===== config.mk =====
export PLATFORM = sky130hd
export DESIGN_NAME = dns_a_record_response_parser
export DESIGN_NICKNAME = d
export VERILOG_FILES = /design/src/hdl/dar_pkg.sv /design/src/hdl/dns_a_record_response_parser.sv /design/src/hdl/dar_parse_core.sv
export SDC_FILE = /design/constraint.sdc
export NUM_CORES = 1
export LEC_CHECK = 0
export ABC_AREA = 1
export BUFFER_PORTS_ARGS = -buffer_cell sky130_fd_sc_hd__buf_2
export CORE_MARGIN = 4
export CORE_UTILIZATION = 35
export DETAILED_ROUTE_END_ITERATION = 16
export HOLD_SLACK_MARGIN = 0.06
export PLACE_DENSITY_LB_ADDON = 0.2
export SYNTH_ARGS = -nofsm -noshare
export SYNTH_HDL_FRONTEND = slang
export SYNTH_SLANG_ARGS = --single-unit

===== constraint.sdc =====
create_clock -name aclk -period 2.4 [get_ports aclk]
set_input_delay 0.12 -clock aclk [delete_from_list [all_inputs] [get_ports aclk]]
set_output_delay 0.12 -clock aclk [all_outputs]
set_load 0.03 [all_outputs]

===== src/hdl/dar_pkg.sv =====
package dar_pkg;

    // result status codes
    typedef enum logic [1:0] {
        ST_OK       = 2'd0,
        ST_FORMAT   = 2'd1,
        ST_NXDOMAIN = 2'd2,
        ST_SERVFAIL = 2'd3
    } status_t;

    // parser phases, one-hot
    typedef enum logic [6:0] {
        PH_HEADER  = 7'b0000001,
        PH_NAME    = 7'b0000010,
        PH_LABEL   = 7'b0000100,
        PH_POINTER = 7'b0001000,
        PH_QTRAIL  = 7'b0010000,
        PH_RRFIX   = 7'b0100000,
        PH_RDATA   = 7'b1000000
    } phase_t;

    // one result item
    typedef struct packed {
        logic [31:0] address;
        status_t     status;
    } result_t;

    // header byte offsets (odd byte of each 16-bit word)
    localparam int          HDR_OFF_W       = 4;
    localparam logic [3:0]  OFF_ID_LO       = 4'd1;
    localparam logic [3:0]  OFF_FLAGS_LO    = 4'd3;
    localparam logic [3:0]  OFF_QDCOUNT_LO  = 4'd5;
    localparam logic [3:0]  OFF_ANCOUNT_LO  = 4'd7;
    localparam logic [3:0]  OFF_HDR_END     = 4'd11;
    localparam logic [3:0]  OFF_SAT         = 4'hF;

    // header flag fields
    localparam logic [15:0] QR_MASK         = 16'h8000;
    localparam logic [3:0]  RCODE_NXDOMAIN  = 4'd3;
    localparam logic [3:0]  RCODE_NOERROR   = 4'd0;

    // name bytes
    localparam logic [7:0]  PTR_MASK        = 8'hC0;
    localparam logic [7:0]  NAME_END        = 8'h00;

    // fixed parts of question and answer records, counted as bytes remaining
    localparam logic [15:0] QTRAIL_LEN      = 16'd4;
    localparam logic [15:0] RRFIX_LEN       = 16'd10;
    localparam logic [15:0] RR_TYPE_HI      = 16'd10;
    localparam logic [15:0] RR_TYPE_LO      = 16'd9;
    localparam logic [15:0] RR_LEN_HI       = 16'd2;
    localparam logic [15:0] RR_LEN_LO       = 16'd1;

    // the record we look for
    localparam logic [15:0] TYPE_A          = 16'd1;
    localparam logic [15:0] A_RDLENGTH      = 16'd4;

endpackage


===== src/hdl/dns_a_record_response_parser.sv =====
// channel   dir  handshake            payload
// s_        in   s_tvalid/s_tready    s_tdata = data_byte, s_tlast = last_byte
// m_        out  m_tvalid/m_tready    m_tdata = status, address
// cfg_      in   cfg_valid/cfg_ready  cfg_data = expected_id
//
// one byte per cycle unless a last byte waits for a busy result register;
// a result passes the input register, then the result register
// aresetn is synchronous, active low; clears parser state and expected_id
// bytes without last flow through while a result waits; a last byte holds in
// the input register only until the result register is free
module dns_a_record_response_parser #(
    parameter int MAX_RECORDS = 64,
    parameter int MAX_HOPS    = 128
) (
    input  logic        aclk,
    input  logic        aresetn,
    input  logic        s_tvalid,
    output logic        s_tready,
    input  logic [7:0]  s_tdata,   // [7:0] data_byte
    input  logic        s_tlast,
    output logic        m_tvalid,
    input  logic        m_tready,
    output logic [39:0] m_tdata,   // [1:0] status, [33:2] address, [39:34] zero
    input  logic        cfg_valid,
    output logic        cfg_ready,
    input  logic [15:0] cfg_data
);
    import dar_pkg::*;

    logic        in_valid_reg;
    logic [7:0]  in_byte_reg;
    logic        in_last_reg;
    logic        out_valid_reg;
    result_t     out_reg;
    logic [15:0] expected_id_reg;
    logic        step_en;
    result_t     step_result;

    // configuration register
    assign cfg_ready = 1'b1;
    always_ff @(posedge aclk) begin
        if (!aresetn) begin
            expected_id_reg <= 16'd0;
        end else if (cfg_valid) begin
            expected_id_reg <= cfg_data;
        end
    end

    // a byte steps the parser unless its result has nowhere to go
    assign step_en  = in_valid_reg && (!in_last_reg || !out_valid_reg || m_tready);
    assign s_tready = !in_valid_reg || step_en;

    // input register
    always_ff @(posedge aclk) begin
        if (!aresetn) begin
            in_valid_reg <= 1'b0;
        end else if (s_tready) begin
            in_valid_reg <= s_tvalid;
        end
    end

    always_ff @(posedge aclk) begin
        if (s_tready && s_tvalid) begin
            in_byte_reg <= s_tdata;
            in_last_reg <= s_tlast;
        end
    end

    dar_parse_core #(
        .MAX_RECORDS (MAX_RECORDS),
        .MAX_HOPS    (MAX_HOPS)
    ) u_core (
        .aclk        (aclk),
        .aresetn     (aresetn),
        .step_en     (step_en),
        .data_byte   (in_byte_reg),
        .last_byte   (in_last_reg),
        .expected_id (expected_id_reg),
        .result      (step_result)
    );

    // result register
    always_ff @(posedge aclk) begin
        if (!aresetn) begin
            out_valid_reg <= 1'b0;
        end else if (step_en && in_last_reg) begin
            out_valid_reg <= 1'b1;
        end else if (m_tready) begin
            out_valid_reg <= 1'b0;
        end
    end

    always_ff @(posedge aclk) begin
        if (step_en && in_last_reg) begin
            out_reg <= step_result;
        end
    end

    assign m_tvalid = out_valid_reg;
    assign m_tdata  = {6'd0, out_reg.address, out_reg.status};

    // a last byte never overwrites a result still waiting
    assert property (@(posedge aclk) disable iff (!aresetn)
        step_en && in_last_reg |-> !out_valid_reg || m_tready)
        else $error("result register overrun");

    // address is zero on every failing result
    assert property (@(posedge aclk) disable iff (!aresetn)
        out_valid_reg && out_reg.status != ST_OK |-> out_reg.address == 32'd0)
        else $error("nonzero address on failing result");

endmodule


===== src/hdl/dar_parse_core.sv =====
module dar_parse_core #(
    parameter int MAX_RECORDS = 64,
    parameter int MAX_HOPS    = 128
) (
    input  logic              aclk,
    input  logic              aresetn,
    input  logic              step_en,
    input  logic [7:0]        data_byte,
    input  logic              last_byte,
    input  logic [15:0]       expected_id,
    output dar_pkg::result_t  result
);
    import dar_pkg::*;

    localparam int CNT_W = $clog2(MAX_RECORDS + 1);
    localparam int HOP_W = $clog2(MAX_HOPS + 1);
    localparam logic [15:0]      MAX_REC_16 = 16'(MAX_RECORDS);
    localparam logic [CNT_W-1:0] MAX_REC_C  = CNT_W'(MAX_RECORDS);
    localparam logic [HOP_W-1:0] MAX_HOP_C  = HOP_W'(MAX_HOPS);

    // parser state
    logic [HDR_OFF_W-1:0] off_reg, off_next;
    phase_t               phase_reg, phase_next;
    logic [7:0]           hbyte_reg, hbyte_next;
    logic [CNT_W-1:0]     qleft_reg, qleft_next;
    logic [CNT_W-1:0]     aleft_reg, aleft_next;
    logic [15:0]          skip_reg, skip_next;
    logic [HOP_W-1:0]     hops_reg, hops_next;
    logic [15:0]          rtype_reg, rtype_next;
    logic [15:0]          rlen_reg, rlen_next;
    logic [31:0]          addr_reg, addr_next;
    status_t              status_reg, status_next;
    logic                 decided_reg, decided_next;

    logic [15:0]          word;
    logic [CNT_W-1:0]     word_cap;
    logic [HOP_W-1:0]     hops_inc;
    logic [15:0]          skip_dec;
    logic                 is_a;
    logic                 qleft_zero;

    assign word       = {hbyte_reg, data_byte};
    assign word_cap   = (word > MAX_REC_16) ? MAX_REC_C : word[CNT_W-1:0];
    assign hops_inc   = hops_reg + HOP_W'(1);
    assign skip_dec   = skip_reg - 16'd1;
    assign is_a       = (rtype_reg == TYPE_A) && (rlen_reg == A_RDLENGTH);
    assign qleft_zero = (qleft_reg == '0);

    // one byte of parsing
    always_comb begin
        off_next     = (off_reg == OFF_SAT) ? off_reg : off_reg + HDR_OFF_W'(1);
        phase_next   = phase_reg;
        hbyte_next   = hbyte_reg;
        qleft_next   = qleft_reg;
        aleft_next   = aleft_reg;
        skip_next    = skip_reg;
        hops_next    = hops_reg;
        rtype_next   = rtype_reg;
        rlen_next    = rlen_reg;
        addr_next    = addr_reg;
        status_next  = status_reg;
        decided_next = decided_reg;

        if (!decided_reg) begin
            unique case (phase_reg)
                PH_HEADER: begin
                    if (!off_reg[0]) begin
                        hbyte_next = data_byte;
                    end else begin
                        unique case (off_reg)
                            OFF_ID_LO: begin
                                if (word != expected_id) begin
                                    decided_next = 1'b1;
                                    status_next  = ST_FORMAT;
                                end
                            end
                            OFF_FLAGS_LO: begin
                                if ((word & QR_MASK) == 16'd0) begin
                                    decided_next = 1'b1;
                                    status_next  = ST_FORMAT;
                                end else if (word[3:0] == RCODE_NXDOMAIN) begin
                                    status_next = ST_NXDOMAIN;
                                end else if (word[3:0] != RCODE_NOERROR) begin
                                    status_next = ST_SERVFAIL;
                                end
                            end
                            OFF_QDCOUNT_LO: qleft_next = word_cap;
                            OFF_ANCOUNT_LO: aleft_next = word_cap;
                            OFF_HDR_END: begin
                                if (status_reg != ST_OK) begin
                                    decided_next = 1'b1;
                                end else if (aleft_reg == '0) begin
                                    decided_next = 1'b1;
                                    status_next  = ST_NXDOMAIN;
                                end else begin
                                    phase_next = PH_NAME;
                                    hops_next  = '0;
                                end
                            end
                            default: ;
                        endcase
                    end
                end
                PH_NAME: begin
                    if (data_byte == NAME_END) begin
                        // end of name: question trailer or answer fixed part
                        phase_next = qleft_zero ? PH_RRFIX : PH_QTRAIL;
                        skip_next  = qleft_zero ? RRFIX_LEN : QTRAIL_LEN;
                    end else if ((data_byte & PTR_MASK) == PTR_MASK) begin
                        phase_next = PH_POINTER;
                    end else begin
                        hops_next = hops_inc;
                        if (hops_inc >= MAX_HOP_C) begin
                            decided_next = 1'b1;
                            status_next  = ST_FORMAT;
                        end else begin
                            skip_next  = {8'd0, data_byte};
                            phase_next = PH_LABEL;
                        end
                    end
                end
                PH_LABEL: begin
                    skip_next = skip_dec;
                    if (skip_dec == 16'd0) begin
                        phase_next = PH_NAME;
                    end
                end
                PH_POINTER: begin
                    phase_next = qleft_zero ? PH_RRFIX : PH_QTRAIL;
                    skip_next  = qleft_zero ? RRFIX_LEN : QTRAIL_LEN;
                end
                PH_QTRAIL: begin
                    skip_next = skip_dec;
                    if (skip_dec == 16'd0) begin
                        qleft_next = qleft_reg - CNT_W'(1);
                        phase_next = PH_NAME;
                        hops_next  = '0;
                    end
                end
                PH_RRFIX: begin
                    // capture type and rdlength from the fixed part
                    unique case (skip_reg)
                        RR_TYPE_HI: rtype_next = {data_byte, 8'd0};
                        RR_TYPE_LO: rtype_next = {rtype_reg[15:8], data_byte};
                        RR_LEN_HI:  rlen_next  = {data_byte, 8'd0};
                        RR_LEN_LO:  rlen_next  = {rlen_reg[15:8], data_byte};
                        default: ;
                    endcase
                    skip_next = skip_dec;
                    if (skip_dec == 16'd0) begin
                        if (rlen_next == 16'd0) begin
                            aleft_next = aleft_reg - CNT_W'(1);
                            if (aleft_reg == CNT_W'(1)) begin
                                decided_next = 1'b1;
                                status_next  = ST_NXDOMAIN;
                            end else begin
                                phase_next = PH_NAME;
                                hops_next  = '0;
                            end
                        end else begin
                            addr_next  = '0;
                            skip_next  = rlen_next;
                            phase_next = PH_RDATA;
                        end
                    end
                end
                PH_RDATA: begin
                    if (is_a) begin
                        addr_next = {addr_reg[23:0], data_byte};
                    end
                    skip_next = skip_dec;
                    if (skip_dec == 16'd0) begin
                        if (is_a) begin
                            decided_next = 1'b1;
                            status_next  = ST_OK;
                        end else begin
                            aleft_next = aleft_reg - CNT_W'(1);
                            if (aleft_reg == CNT_W'(1)) begin
                                decided_next = 1'b1;
                                status_next  = ST_NXDOMAIN;
                            end else begin
                                phase_next = PH_NAME;
                                hops_next  = '0;
                            end
                        end
                    end
                end
                default: begin
                    decided_next = 1'b1;
                    status_next  = ST_FORMAT;
                end
            endcase
        end
    end

    // result of this byte, meaningful when it is the last one
    always_comb begin
        result.status  = decided_next ? status_next : ST_FORMAT;
        result.address = (decided_next && status_next == ST_OK) ? addr_next : 32'd0;
    end

    // state registers, cleared after the last byte of each message
    always_ff @(posedge aclk) begin
        if (!aresetn || (step_en && last_byte)) begin
            off_reg     <= '0;
            phase_reg   <= PH_HEADER;
            hbyte_reg   <= '0;
            qleft_reg   <= '0;
            aleft_reg   <= '0;
            skip_reg    <= '0;
            hops_reg    <= '0;
            rtype_reg   <= '0;
            rlen_reg    <= '0;
            addr_reg    <= '0;
            status_reg  <= ST_OK;
            decided_reg <= 1'b0;
        end else if (step_en) begin
            off_reg     <= off_next;
            phase_reg   <= phase_next;
            hbyte_reg   <= hbyte_next;
            qleft_reg   <= qleft_next;
            aleft_reg   <= aleft_next;
            skip_reg    <= skip_next;
            hops_reg    <= hops_next;
            rtype_reg   <= rtype_next;
            rlen_reg    <= rlen_next;
            addr_reg    <= addr_next;
            status_reg  <= status_next;
            decided_reg <= decided_next;
        end
    end

    // message state is back to idle after a last byte
    assert property (@(posedge aclk) disable iff (!aresetn)
        step_en && last_byte |=> phase_reg == PH_HEADER && !decided_reg && off_reg == '0)
        else $error("parser state not cleared after last byte");

    // record counts never exceed the cap
    assert property (@(posedge aclk) disable iff (!aresetn)
        qleft_reg <= MAX_REC_C && aleft_reg <= MAX_REC_C)
        else $error("record count above cap");

    // name walking only happens with answers still pending
    assert property (@(posedge aclk) disable iff (!aresetn)
        phase_reg != PH_HEADER && !decided_reg |-> aleft_reg != '0)
        else $error("parsing past the last answer");

endmodule

==> results.ini <==
[setup_path]
cp.arrival_ns = 2.97
startpoint_type = flip-flop
cp_max_fo = 12
worstSetupEndpointType = flip-flop
required_ns = 2.70
worstSetupPathType = reg -> reg

[final_layout]
multi_input_area_sq_um = 6990
final_cell_mix = nand2_1, buf_4, inv_1, nor2_1, dfxtp_1
n_fill_cell = 3104
final_common_cell = nand2_1
final_core_util_pct = 49.8
antenna_cells = 0
seq_area_sq_um = 4150
fin_nets = 1983
drive_gt1_share_pct = 32.5
area.growth.synth_to_final_pct = 39.6
largest_register_ffs = 34

[timing]
clock.fmax_ghz = 0.374
timing.final.crit_share_pct = 111
finalSetupTns_ns = -18.78
slew_headroom_pct = 60.6
hold_violations = 0
fin_crit_ns = 2.67
setup_ws_ns = -0.271
rsz0062_at_grt = true
drv_slew = 0
finalSetupViolCount = 103
worst_pin_slew_ns = 0.591
holdWs_ns = 0.0798
clock_skew_ns = 0.0137

[logic_synthesis]
yosys_warnings = 0
yosysTopAreaCellShare_pct = 25.0
yosysSeqAreaShare_pct = 36.4
ys_top_cells_by_area = dfxtp_1, nand2_1, edfxtp_1, nor2_1, a21oi_1
synthArstFlopShare_pct = 0
synth_cells = 1657
syn_area_sq_um = 11400
synth_cell_types = 51
syn_avg_cell_area_sq_um = 6.85
post-synth-top-area-cell = dfxtp_1
ys.flop_type = dfxtp_1
ys_seq_elements = 185
synth-edff-count = 43

[die]
die-height_um = 188
fp.coreArea_sq_um = 31800
die_x_um = 188
dieArea_sq_um = 35400
ios = 73
row_count = 65
start_util_pct = 35.7

[drt]
dr.pass1.iters = 5
route.detailed.drc = 0
ant_nets = 0
viasPerCell = 5.02
finalWirelength_mm = 38.6
dr_total_vias = 12000
wire_per_inst_um = 16.1
drt_iter0_markers = 834

[cts]
cts_buffers = 17
cts.sink_count = 185
clockBufferDepth = 2
clk_pin_slew_ns = 0.07
htreeDepth = 4
cts_tree = built
clk-insertion-delay-late_ns = 0.45
root_buffer = clkbuf_16

[grt]
grt_max_degree = 97
grt_pass1_vias = 11400
antenna_found_initial = 0
grt_pass1_wl_mm = 60.8
gr-total-overflow = 0
track_usage_pct = 21.4

[place]
portBuffers = 65
gp_congestion = 0.940
dp_hpwl_mm = 26.6

[power_and_ir_drop]
total_power_uw = 6930
seq_power_share_pct = 48.2
p_leak_uw = 0.00712
p_sw_share_pct = 25.9
irDropWorstVdd_mv = 0.654
p_switching_uw = 1790
internal_power_uw = 5140
powerDensity_nw_per_um2 = 437
power_frac_comb_pct = 9.8
clkPwrFrac_pct = 42.0

[worst_hold_path]
hold_class = in -> reg

[run_status]
run_status = finished with violations
violations = negative setup slack

[run]
maxCapViolations = 0

## stage by stage
step	std cells	area (sq um)	worst slack, ns
floorplan	1662	11400	0.00181
global placement	2288	13500	-0.383
detailed placement	2288	13500	-0.423
CTS	2372	15200	-0.174
global route	2392	15800	-0.409
finish	2392	15800	-0.271
## logic make-up (layout without fill, tap and decap cells)
family	Yosys count	in the layout	synth area share, %
fa+ha+maj	9	9	0.992
compound gates	303	303	15.2
buf+inv	285	579	10.4
flops	185	185	36.4
xor+xnor	28	28	2.23
simple gates	845	846	34.7
other cells	2	7	0.0662
## routing by layer
layer	GRT usage [%]	wire length, um
met4	7.06	967
met3	3.37	1990
met2	35.0	18400
met5	0	0
met1	28.8	17200
## power groups by stage
stage / sequential [uW] / combinational [uW] / clock [uW]
floorplan: 3420 / 365 / 0
global placement: 3410 / 596 / 0
detailed placement: 3410 / 603 / 0
CTS: 3340 / 661 / 2980
global route: 3350 / 753 / 3090
finish: 3340 / 681 / 2910
## worst max-delay path, stage by stage, from the launching register on
cell and delay [ns]:
dfxtp_4 0.40, inv_6 0.06, ha_4 0.16, nand2_4 0.10, nor2_8 0.05, buf_4 0.13, buf_12 0.13, nand3_1 0.10
nand2_2 0.07, nor2_2 0.09, nand2_1 0.07, nor2_2 0.16, nand2_4 0.11, o21ai_1 0.13, nand3_1 0.09, nand2_2 0.10
nand3_4 0.16, buf_12 0.21, nor3_2 0.17
## path summary, 6_finish.rpt
path | startpoint | cells past startpoint | slack (ns) | endpoint
worst max-delay path | u_core.skip_reg[0] | 18 | -0.27 | m_tdata[14]
worst min-delay path | aresetn | 3 | 0.08 | m_tvalid
worst max register to register | u_core.skip_reg[0] | 18 | -0.27 | m_tdata[14]
worst min register to register | u_core.rtype_reg[0] | 2 | 0.47 | u_core.rtype_reg[0]
## cells in the mapped netlist, types with 2 or more instances
library cell,count
nand2_1,394
nor2_1,205
inv_1,190
a21oi_1,145
dfxtp_1,142
nand3_1,98
o21ai_0,71
clkbuf_1,51
o211ai_1,46
edfxtp_1,43
nor3_2,33
nand4_1,21
nand3_2,17
nor3_1,17
nor2_2,14
xor2_1,14
xnor2_1,13
a211oi_1,12
nand2_2,12
a21oi_2,10
inv_2,10
buf_6,9
ha_1,9
nor4_1,9
o21ai_1,9
buf_4,8
buf_1,6
buf_2,6
nand3b_1,5
clkinv_1,4
nor2_4,4
or2_2,4
a31oi_1,3
nand2_4,3
conb_1,2
nand3_4,2
o21bai_1,2
## repair_timing
action,4_1_cts,5_1_grt
pin swaps,65,97
resized for setup,139,160
hold buffers,29,0
cloned,3,3
setup endpoints to repair,114,116
hold endpoints to repair,27,0
setup buffers,20,23
## final cells by class
| class | count | share of cell area (%) |
|---|---|---|
| multi-input combinational | 1193 | 44.1 |
| tap | 435 | 3.43 |
| timing repair inverter | 1 | 0.0474 |
| clock inverter | 10 | 0.750 |
| sequential | 185 | 26.2 |
| timing repair buffer | 342 | 17.4 |
| inverter | 204 | 5.07 |
| clock buffer | 22 | 2.99 |
Power figures use the tool's default switching activity.
